<file path="config.mk">
export PLATFORM = sky130hd
export DESIGN_NAME = ida_ctrl
export DESIGN_NICKNAME = d
export VERILOG_FILES = /design/src/rtl/core/ida_pkg.sv /design/src/rtl/core/ida_ctrl.sv
export SDC_FILE = /design/constraint.sdc
export NUM_CORES = 1
export LEC_CHECK = 0
export ABC_AREA = 1
export CORE_AREA = 2 2 39 41
export CTS_CLUSTER_SIZE = 8
export DETAILED_ROUTE_END_ITERATION = 7
export DIE_AREA = 0 0 41 43
export DONT_BUFFER_PORTS = 1
export GPL_TIMING_DRIVEN = 0
export SYNTH_ARGS = -nofsm -noshare
export SYNTH_HDL_FRONTEND = slang
export SYNTH_SLANG_ARGS = --single-unit
</file>
<file path="constraint.sdc">
create_clock -name clk -period 1.36 [get_ports clk]
set_clock_uncertainty 0.1 [all_clocks]
set_input_delay 0.136 -clock clk [delete_from_list [all_inputs] [get_ports clk]]
set_output_delay 0.136 -clock clk [all_outputs]
set_load 0.05 [all_outputs]
</file>
<file path="src/rtl/core/ida_pkg.sv">
// ---------------------------------------------------------------------------
// ida_pkg
// Types and constants of the bitmap id allocator.
// ---------------------------------------------------------------------------
`default_nettype none

package ida_pkg;

    localparam int FUNC_W      = 2;
    localparam int ID_W        = 31;
    localparam int LIMIT_W     = 32;
    localparam int HANDLE_IO_W = 32;
    localparam int SCAN_BITS   = 32;
    localparam int SCAN_SH     = 5;

    typedef enum logic [FUNC_W-1:0] {
        FUNC_ADD    = 2'd0,
        FUNC_LOOKUP = 2'd1,
        FUNC_REMOVE = 2'd2,
        FUNC_NONE   = 2'd3
    } func_t;

    typedef struct packed {
        logic clr;
        logic load;
        logic div;
        logic rd;
        logic eval;
        logic scan;
        logic rd2;
        logic eval2;
        logic fid;
        logic commit;
        logic push;
    } cmd_t;

    typedef struct packed {
        logic clr_last;
        logic bad;
        logic is_add;
        logic word_hit;
        logic scan_hit;
        logic scan_last;
        logic out_free;
    } status_t;

endpackage

`default_nettype wire

</file>
<file path="src/rtl/core/ida_ctrl.sv">
// ---------------------------------------------------------------------------
// ida_ctrl
// Sequencer of the id allocator: clear pass, decode, scan and commit steps.
// ---------------------------------------------------------------------------
`default_nettype none

module ida_ctrl (
    input  wire logic            clk,
    input  wire logic            rst_n,
    input  wire logic            in_valid,
    output logic                 in_ready,
    input  wire ida_pkg::status_t st,
    output ida_pkg::cmd_t        cmd
);

    typedef enum logic [3:0] {
        ST_CLR,
        ST_IDLE,
        ST_DIV,
        ST_RD,
        ST_EVAL,
        ST_SCAN,
        ST_RD2,
        ST_EVAL2,
        ST_FID,
        ST_COMMIT,
        ST_FIN
    } state_t;

    state_t state_reg;
    state_t state_next;
    logic   ready_reg;

    always_comb
    begin
        state_next = state_reg;
        cmd        = '0;
        case (state_reg)
            ST_CLR:
            begin
                cmd.clr = 1'b1;
                if (st.clr_last)
                begin
                    state_next = ST_IDLE;
                end
            end
            ST_IDLE:
            begin
                if (in_valid && ready_reg)
                begin
                    cmd.load   = 1'b1;
                    state_next = ST_DIV;
                end
            end
            ST_DIV:
            begin
                cmd.div    = 1'b1;
                state_next = st.bad ? ST_FIN : ST_RD;
            end
            ST_RD:
            begin
                cmd.rd     = 1'b1;
                state_next = ST_EVAL;
            end
            ST_EVAL:
            begin
                cmd.eval = 1'b1;
                if (!st.is_add)
                begin
                    state_next = ST_FIN;
                end
                else
                begin
                    state_next = st.word_hit ? ST_FID : ST_SCAN;
                end
            end
            ST_SCAN:
            begin
                cmd.scan = 1'b1;
                if (st.scan_hit)
                begin
                    state_next = ST_RD2;
                end
                else if (st.scan_last)
                begin
                    state_next = ST_FIN;
                end
            end
            ST_RD2:
            begin
                cmd.rd2    = 1'b1;
                state_next = ST_EVAL2;
            end
            ST_EVAL2:
            begin
                cmd.eval2  = 1'b1;
                state_next = ST_FID;
            end
            ST_FID:
            begin
                cmd.fid    = 1'b1;
                state_next = ST_COMMIT;
            end
            ST_COMMIT:
            begin
                cmd.commit = 1'b1;
                state_next = ST_FIN;
            end
            ST_FIN:
            begin
                if (st.out_free)
                begin
                    cmd.push   = 1'b1;
                    state_next = ST_IDLE;
                end
            end
            default:
            begin
                state_next = ST_IDLE;
            end
        endcase
    end

    always_ff @(posedge clk or negedge rst_n)
    begin
        if (!rst_n)
        begin
            state_reg <= ST_CLR;
            ready_reg <= 1'b0;
        end
        else
        begin
            state_reg <= state_next;
            ready_reg <= (state_next == ST_IDLE);
        end
    end

    assign in_ready = ready_reg;

endmodule

`default_nettype wire

</file>
==> Word level (Yosys, flattened, before mapping) <==
Index checks and enable logic that the tools add are counted.
{ "totals": {"out_inout_bits": 12, "latchBits": 0, "mem_bits_rw": 0, "rom_bits": 0, "wordCells": 37, "mem_count": 0, "ff_bits": 5} }
{ "op_classes": {"shift": 0, "n_mux": 22, "magnitude_cmp": 0, "add_sub_neg": 0, "n_mul": 0, "bitwise": 0, "eq_ne": 11, "reduce_logical": 2, "div": 0} }
{ "op_table": {"columns": ["cell", "n"], "rows": [
  ["$pmux W4 S11", 1],
  ["$mux W4", 8],
  ["$eq A4 B3 Y1 const B", 4],
  ["$mux W1", 13],
  ["$eq A4 B4 Y1 const B", 3],
  ["$eq A4 B1 Y1 const B", 2],
  ["$eq A4 B2 Y1 const B", 2],
  ["$logic_not A4 Y1", 1],
  ["$logic_and A1 B1 Y1", 1]
]} }

==> Depth between registers and ports, before layout <==
Gate-level depths: netlist (run 1).
{ "depth": {"ltp_word": 4, "mapped_depth": 9, "ltp_nobuf": 9} }

==> Worst setup path after synthesis (run 1) <==
Ideal clock, no wire load.
{ "synth_timing": {"kind": "flip-flop to flip-flop", "startpoint": "register state_reg[3]", "endpoint": "register ready_reg (netlist: in_ready)", "required_ps": 1189, "slack_ps": -246, "path_stages_with_launch": 10, "t_arrival_ps": 1435, "synth_period_minus_slack_ps": 1606, "setup_ps": 71, "path_cell_list": "dfrtp_1 > inv_2 > nand2_1 > nor2_2 > nand2_1 > nand2_1 > nor2_1 > nand2_1 > nand2_1 > nor2_1"} }
{ "synth_between": {"elab_cells_between_ends": 18} }
{ "synth_rtl": {"columns": ["item", "line", "text"], "rows": [
  ["start, declared", "ida_ctrl.sv:30", "state_t state_reg;"],
  ["start signal, assigned", "ida_ctrl.sv:133", "state_reg <= state_next;"],
  ["$eq A4 B4 Y1 (tied with other cells)", "ida_ctrl.sv:38", "case (state_reg)"],
  ["$pmux W4 S11 (*)", "ida_ctrl.sv:38", null],
  ["via state_next[0]", "ida_ctrl.sv:31", "state_t state_next;"],
  ["$eq A4 B1 Y1 (*)", "ida_ctrl.sv:134", "ready_reg <= (state_next == ST_IDLE);"],
  ["end signal, assigned", "ida_ctrl.sv:134", null],
  ["end, declared", "ida_ctrl.sv:32", "logic ready_reg;"]
]} }
Mark *: on every way through the listed nets, which the timed path passes. The rest lies on a longest branch.

==> impl_metrics.toml, run 1 <==
[cells_and_area]
area_delta_synth_final_pct = 74.32
n_antenna_cell = 0
largest_register_ff_count = 4
finalNetCount = 126
drive_gt1_share_pct = 54.78

[placement]
io_buffers = 0
gp_congestion = 0.7776
dp_slack_ps = -248.1
dp_hpwl_um = 978.2

[sta]
fin_crit_ps = 1577
fmax_ghz = 0.6343
hold_viol_final = 0
setup_violations = 16
max_slew_margin_pct = 73.42
drv_slew = 0
tns_ps = -1987
fin_crit_sh_pct = 115.9
holdWs_ps = 31.61
worst_slew_pin_slew_ps = 397.8
rsz0062_at_grt = "yes"
timing.final.ws_setup_ps = -216.6

[status]
violations = "negative setup slack"
status = "finished, violations left"

[cts]
clkSlewWorstSetupHoldPaths_ps = 40
root_buffer = "clkbuf_4"
numCtsBuffers = 3
clk_latency_ps = 240
h-tree-depth = 1
cts_buffer_depth = 2
cts_tree = "done"
cts.sinks = 5

[grt]
grt_first_pass_wirelength_um = 2208
antenna_found_initial = 0
first_global_vias = 588
grt-ovfl-total = 0
grt_max_degree = 7
grt_use_total_pct = 18.99

[floorplanning]
fp.dieH_um = 43
start_util_pct = 36.62
core_area_um2 = 1384
die_area_um2 = 1763
ios = 22
rows = 14
dieWidth_um = 41

[detailed_routing]
dr.pass1.iters = 4
dr_total_vias = 626
drt-total-wl_um = 1661
ant_nets = 0
drc = 0
post_drt_wl_per_cell_um = 12.68
via_per_inst = 4.779
drt_iter0_markers = 10

[setup_path]
worstPathRequired_ps = 1120
cp-start-kind = "register"
arrival_ps = 1340
critPathCaptureType = "output pin"
critPathKind = "register to output pin"
cp_max_fo = 4

[synthesis]
syn_area_um2 = 506.7
yosys_warnings = 0
yosys.area_share.xor_xnor_pct = 0
synth_edf_count = 0
yosys-mux-area-fraction_pct = 0
syn_inst = 95
synth_top_area_share_pct = 25.19
ys_top_cells_by_area = "nand2_1 25%, dfrtp_1 25%, inv_1 14%"
synth_cell_types = 12
synthSimpleGateAreaFrac_pct = 57.78
synth_fa_ha_area_share_pct = 0
synth_compound_area_share_pct = 1.975
synth_top_family_by_area = "simple AND/OR/NAND/NOR gates"
synth.avg_cell_area_um2 = 5.334
yosysTopAreaCell = "nand2_1"
yosysSeqAreaShare_pct = 24.69
async_reset_ff_share_pct = 100.0
yosys-top-cells-count = "34 x nand2_1, 19 x inv_1, 18 x nor2_1"
syn-num-nets = 105
synth_seq_cells = 5
synthFlopType = "dfrtp_1"
synth.most_common_cell = "nand2_1"

[pwr]
p_leak_uw = 0.0004600
ir_drop_mv = 1.326
pwr-share-seq_pct = 16.9
clockPowerShare_pct = 7.2
pwr-share-comb_pct = 75.9
power.density_nw_per_um2 = 2649
internal_power_uw = 999.8
p_total_uw = 2340
switchingPower_uw = 1340
switching_share_pct = 57.27

[run]
cap_violations = 0

[hold_path]
hold_class = "primary input to register"
[critical path, stage by stage (launching register included)]
cell	delay, ps
dfrtp_2	420
clkinv_4	120
nor2_2	190
nand2_1	140
clkinvlp_4	230
[layout by cell type (no fill, tap or decap), drive strengths merged]
cell,n
o21ai,2
nand3,8
inv,14
dlygate4sd3,1
clkinvlp,6
buf,15
dfrtp,5
nor3,1
nor2,22
clkinv,1
nand2,36
clkbuf,4
[area by class of cell]
type	count	area, um^2
fillers	122	500.5
multi-input cells	69	434.2
repair buffers	16	157.7
flip-flops and latches	5	131.4
inverters	21	113.9
clock buffers	4	26.28
well taps	16	20.02
[cells by family (layout without fill, tap and decap cells)]
logic type,Yosys count,after routing
simple gates,67,67
buf+inv,21,41
flops,5,5
compound gates,2,2
[power groups by stage]
| stage | logic [uW] | registers, uW | clock network (uW) |
|---|---|---|---|
| floorplan | 870 | 334 | 0 |
| global placement | 988 | 359 | 0 |
| detailed placement | 994 | 357 | 0 |
| CTS | 1470 | 378 | 174 |
| global route | 1890 | 400 | 192 |
| finish | 1780 | 395 | 169 |
[per-stage QoR]
step | instance area [um^2] | cells | util [%]
3_3_place_gp | 536.8 | 111 | 38.79
4_1_cts | 768.2 | 128 | 55.52
5_1_grt | 883.3 | 131 | 63.83
6_report | 883.3 | 131 | 63.83
3_5_place_dp | 536.8 | 111 | 38.79
2_1_floorplan | 516.7 | 95 | -
[repair_timing]
| item | CTS | global route |
|---|---|---|
| hold endpoints to repair | 5 | 0 |
| pin swaps | 14 | 21 |
| cloned | 0 | 0 |
| endpoints found under the setup margin | 16 | 16 |
| buffers inserted | 12 | 3 |
| hold buffers | 1 | 0 |
| resized for setup | 31 | 26 |
[worst paths after layout]
check                             startpoint           end  slack (ps)  cells after the start
worst max-delay path            state_reg[3]        cmd[1]        -220                      4
worst min-delay path                   st[5]  state_reg[3]          30                      4
worst max register to register  state_reg[0]      in_ready        -210                      9
worst min register to register  state_reg[1]  state_reg[0]         760                      5
max in group asynchronous              rst_n  state_reg[3]         880                      1
min in group asynchronous              rst_n  state_reg[1]          80                      1
[layer usage]
| metal | GRT usage [%] | vias up | routed length [um] |
|---|---|---|---|
| met5 | 0 | - | 0 |
| met4 | 12.00 | 0 | 26 |
| met3 | 1.571 | 4 | 59 |
| met2 | 33.75 | 11 | 921 |
| met1 | 19.34 | 293 | 653 |
| li1 | - | 318 | - |
Note: power is estimated with default switching activity, not from simulation.
==> run 2, diff against run 1 <==
- clock period: 1.36 -> 1.76 ns (I/O delays scaled with it)
==> impl_metrics.toml, run 2 (synthesized netlist as in run 1, its figures left out) <==
[floorplanning]
core_area_um2 = 1384
fp.dieH_um = 43
dieWidth_um = 41
start_util_pct = 36.62
die_area_um2 = 1763
rows = 14
ios = 22

[detailed_routing]
met1_length_um = 477
dr_total_vias = 526
drc = 0
wl_met2_um = 642
via_per_inst = 4.534
highest_layer = "met4"
drt-total-wl_um = 1159
drt_iter0_markers = 7
wl_met3_um = 30
post_drt_wl_per_cell_um = 9.991
ant_nets = 0
dr.pass1.iters = 3

[grt]
grt-ovfl-total = 0
first_global_vias = 491
grt_max_degree = 7
grt_first_pass_wirelength_um = 1814
grt_use_total_pct = 15.79
antenna_found_initial = 0

[hold_path]
hold_class = "primary input to register"

[cells_and_area]
final_cell_mix = "34 x nand2_1, 15 x inv_1, 15 x nor2_1, 8 x nand3_1"
drive_gt1_share_pct = 20.00
final_common_cell = "nand2_1"
largest_register_ff_count = 4
area_delta_synth_final_pct = 18.02
n_antenna_cell = 0
finalNetCount = 111
final_util_pct = 43.22

[placement]
gp_congestion = 0.8077
dp_hpwl_um = 968.8
io_buffers = 0

[setup_path]
worstPathRequired_ps = 1480
arrival_ps = 1390
max_stage_delay_ps = 460
critPathTopFamily = "flip-flops"
cp-start-kind = "register"
critPathKind = "register to output pin"
path_buf_inv = 2
cp_max_fo = 6
slowest_stage = "dfrtp_1"
worstPathCellList = "inv_2 > nor2_1 > nand2_1 > inv_1"
critPathCaptureType = "output pin"

[cts]
cts_buffer_depth = 2
h-tree-depth = 1
post_cts_buffers = 0
cts.sinks = 5
root_buffer = "clkbuf_4"
cts_tree = "done"
clk_latency_ps = 240
numCtsBuffers = 3
clkSlewWorstSetupHoldPaths_ps = 40

[sta]
rsz0062_at_grt = "yes"
fin_crit_sh_pct = 94.47
worst_slew_pin_slew_ps = 549.5
fin_crit_ps = 1663
holdWs_ps = 72.46
hold_viol_final = 0
fmax_ghz = 0.6014
max_slew_margin_pct = 63.33
setup_violations = 0
drv_slew = 0

[pwr]
power.density_nw_per_um2 = 2022
ir_drop_mv = 0.6842
p_leak_uw = 0.0003563

[run]
cap_violations = 0

[status]
status = "finished, final reports clean"
run 2: worst paths after layout:
path                           endpoint  cells past startpoint    startpoint  slack (ps)
max                              cmd[2]                      4  state_reg[3]         100
min                        state_reg[3]                      4         st[5]          70
max reg2reg                    in_ready                      9  state_reg[1]         110
min reg2reg                state_reg[0]                      4  state_reg[3]         680
max in group asynchronous  state_reg[0]                      1         rst_n        1250
min in group asynchronous  state_reg[3]                      1         rst_n         120
run 2: worst register-to-register path, stage by stage, from the launching register on:
cell     delay, ps
dfrtp_1        440
inv_1          120
nand2_1        160
nor2_4         330
nand2_2         90
nand2_1         80
nor2_1          40
nand2_1         80
nand2_1         60
nor2_1          80
run 2: power by group:
group          switching, uW  internal, uW
Combinational            613           186
Sequential               106           174
Clock                   45.0          85.6
Total                    763           446
run 2: layout make-up:
| type | instances | area, um^2 |
|---|---|---|
| sequential | 5 | 127.6 |
| multi-input combinational | 69 | 320.3 |
| inverter | 21 | 93.84 |
| clock buffer | 4 | 26.28 |
| timing repair buffer | 1 | 10.01 |
| tap | 16 | 20.02 |
| fill | 168 | 785.8 |
run 2: timing repair:
action	4_1_cts	5_1_grt
setup endpoints to repair	4	6
hold buffers	1	0
gates resized for setup	4	7
hold endpoints to repair	5	0
run 2: layer usage:
metal  up-vias  global-route usage [%]
li1        285                       -
met1       232                   16.50
met2         7                   26.25
met3         2                   2.094
met4         0                   12.00
met5         -                       0
run 2: per-stage QoR:
stage,area [um^2],cells,setup TNS (ps),total power [uW],worst slack (ps)
final,598.1,116,0,1209,97.31
after detailed placement,526.8,111,-23.81,1022,-23.81
after floorplan,506.7,95,0,907.7,153.6
after global placement,526.8,111,-3.653,1017,-3.653
after global routing,598.1,116,-15.05,1327,-15.05
after CTS,574.3,116,0,1190,1.163
==> run 3, diff against run 2 <==
- MAX_ROUTING_LAYER: unset -> met4
==> impl_metrics.toml, run 3 (synthesized netlist as in run 1, its figures left out) <==
[status]
status = "finished, final reports clean"

[cells_and_area]
final_util_pct = 43.22
n_antenna_cell = 0
final_area_um2 = 598.1
area_delta_synth_final_pct = 18.02
fillers = 168
finalNetCount = 111
stdcell_count = 116
largest_register_ff_count = 4
final_cell_mix = "34 x nand2_1, 15 x inv_1, 15 x nor2_1, 8 x nand3_1"
final_common_cell = "nand2_1"
drive_gt1_share_pct = 20.00

[cts]
clkSlewWorstSetupHoldPaths_ps = 40
numCtsBuffers = 3
post_cts_buffers = 0
h-tree-depth = 1
cts_tree = "done"
cts_buffer_depth = 2
clk_latency_ps = 240
root_buffer = "clkbuf_4"
cts.sinks = 5

[setup_path]
cp_max_fo = 6
path_buf_inv = 2
cp-start-kind = "register"
critPathKind = "register to output pin"
arrival_ps = 1390
path_depth = 4
r2r_cells = 9
critPathTopFamily = "flip-flops"
critPathCaptureType = "output pin"
max_stage_delay_ps = 460
worstPathRequired_ps = 1480
slowest_stage = "dfrtp_1"
worstPathCellList = "inv_2 > nor2_1 > nand2_1 > inv_1"

[floorplanning]
die_area_um2 = 1763
ios = 22
dieWidth_um = 41
fp.dieH_um = 43
rows = 14
core_area_um2 = 1384
start_util_pct = 36.62

[placement]
io_buffers = 0
gp_congestion = 0.8195
dp_hpwl_um = 968.8
dp_cells = 111
place_area_um2 = 526.8

[sta]
hold_viol_final = 0
fin_crit_sh_pct = 94.47
worst_slew_pin_slew_ps = 549.5
rsz0062_at_grt = "yes"
max_slew_margin_pct = 63.33
holdWs_ps = 72.46
fin_crit_ps = 1663
fmax_ghz = 0.6014
setup_violations = 0
drv_slew = 0

[detailed_routing]
ant_nets = 0
drt_iter0_markers = 7
dr_total_vias = 526
via_per_inst = 4.534
post_drt_wl_per_cell_um = 9.991
drc = 0
dr.pass1.iters = 3
drt-total-wl_um = 1159

[grt]
grt_max_degree = 7
grt_use_total_pct = 16.18
first_global_vias = 492
grt_first_pass_wirelength_um = 1814
antenna_found_initial = 0
grt-ovfl-total = 0

[pwr]
p_leak_uw = 0.0003563
internal_power_uw = 445.7
p_total_uw = 1209
power.density_nw_per_um2 = 2021
clockPowerShare_pct = 10.8
pwr-share-seq_pct = 23.1
pwr-share-comb_pct = 66.1
switching_share_pct = 63.13
ir_drop_mv = 0.6842
switchingPower_uw = 763.0

[hold_path]
whs_path_depth = 4
hold_class = "primary input to register"

[run]
cap_violations = 0
run 3: cell counts in the layout (fill, tap and decap cells not counted):
No cell type changed its count.
run 3: final cells by class:
type	count	area (um^2)	share of cell area [%]
Sequential cell	5	127.6	21.34
Inverter	21	93.84	15.69
Tap cell	16	20.02	3.347
Multi-Input combinational cell	69	320.3	53.56
Clock buffer	4	26.28	4.393
Timing Repair Buffer	1	10.01	1.674
run 3: routing by layer:
metal,wire length (um),up-vias,track usage (%)
li1,-,285,-
met1,483,232,16.83
met2,642,7,26.25
met3,24,2,1.571
met4,8,0,12.00
met5,0,-,-
run 3: path summary, 6_finish.rpt:
check / from / endpoint / slack, ps
max: state_reg[3] / cmd[2] / 100
min: st[5] / state_reg[3] / 70
max reg2reg: state_reg[1] / in_ready / 110
min reg2reg: state_reg[3] / state_reg[0] / 680
max in group asynchronous: rst_n / state_reg[0] / 1250
min in group asynchronous: rst_n / state_reg[3] / 120
run 3: stage by stage:
stage	setup WS (ps)	setup TNS, ps
floorplan	153.6	0
global placement	-3.653	-3.653
detailed placement	-23.81	-23.81
CTS	1.163	0
global route	-15.05	-15.05
finish	97.31	0
run 3: what timing repair did:
item                                   in CTS  in global routing
endpoints found under the hold margin       5                  0
gates resized for setup                     4                  7
setup endpoints to repair                   4                  6
pin swaps                                   0                  0
hold buffers                                1                  0
run 3: worst reg2reg max path, cell delays in order (launching register included):
cell and delay [ps]:
dfrtp_1 440, inv_1 120, nand2_1 160, nor2_4 330
nand2_2 90, nand2_1 80, nor2_1 40, nand2_1 80
nand2_1 60, nor2_1 80
run 3: power by group through the flow:
stage | registers, uW | clock network (uW) | logic [uW]
3_3_place_gp | 277 | 0 | 740
2_1_floorplan | 258 | 0 | 650
4_1_cts | 275 | 140 | 775
5_1_grt | 288 | 144 | 895
6_report | 280 | 130 | 799
3_5_place_dp | 276 | 0 | 747
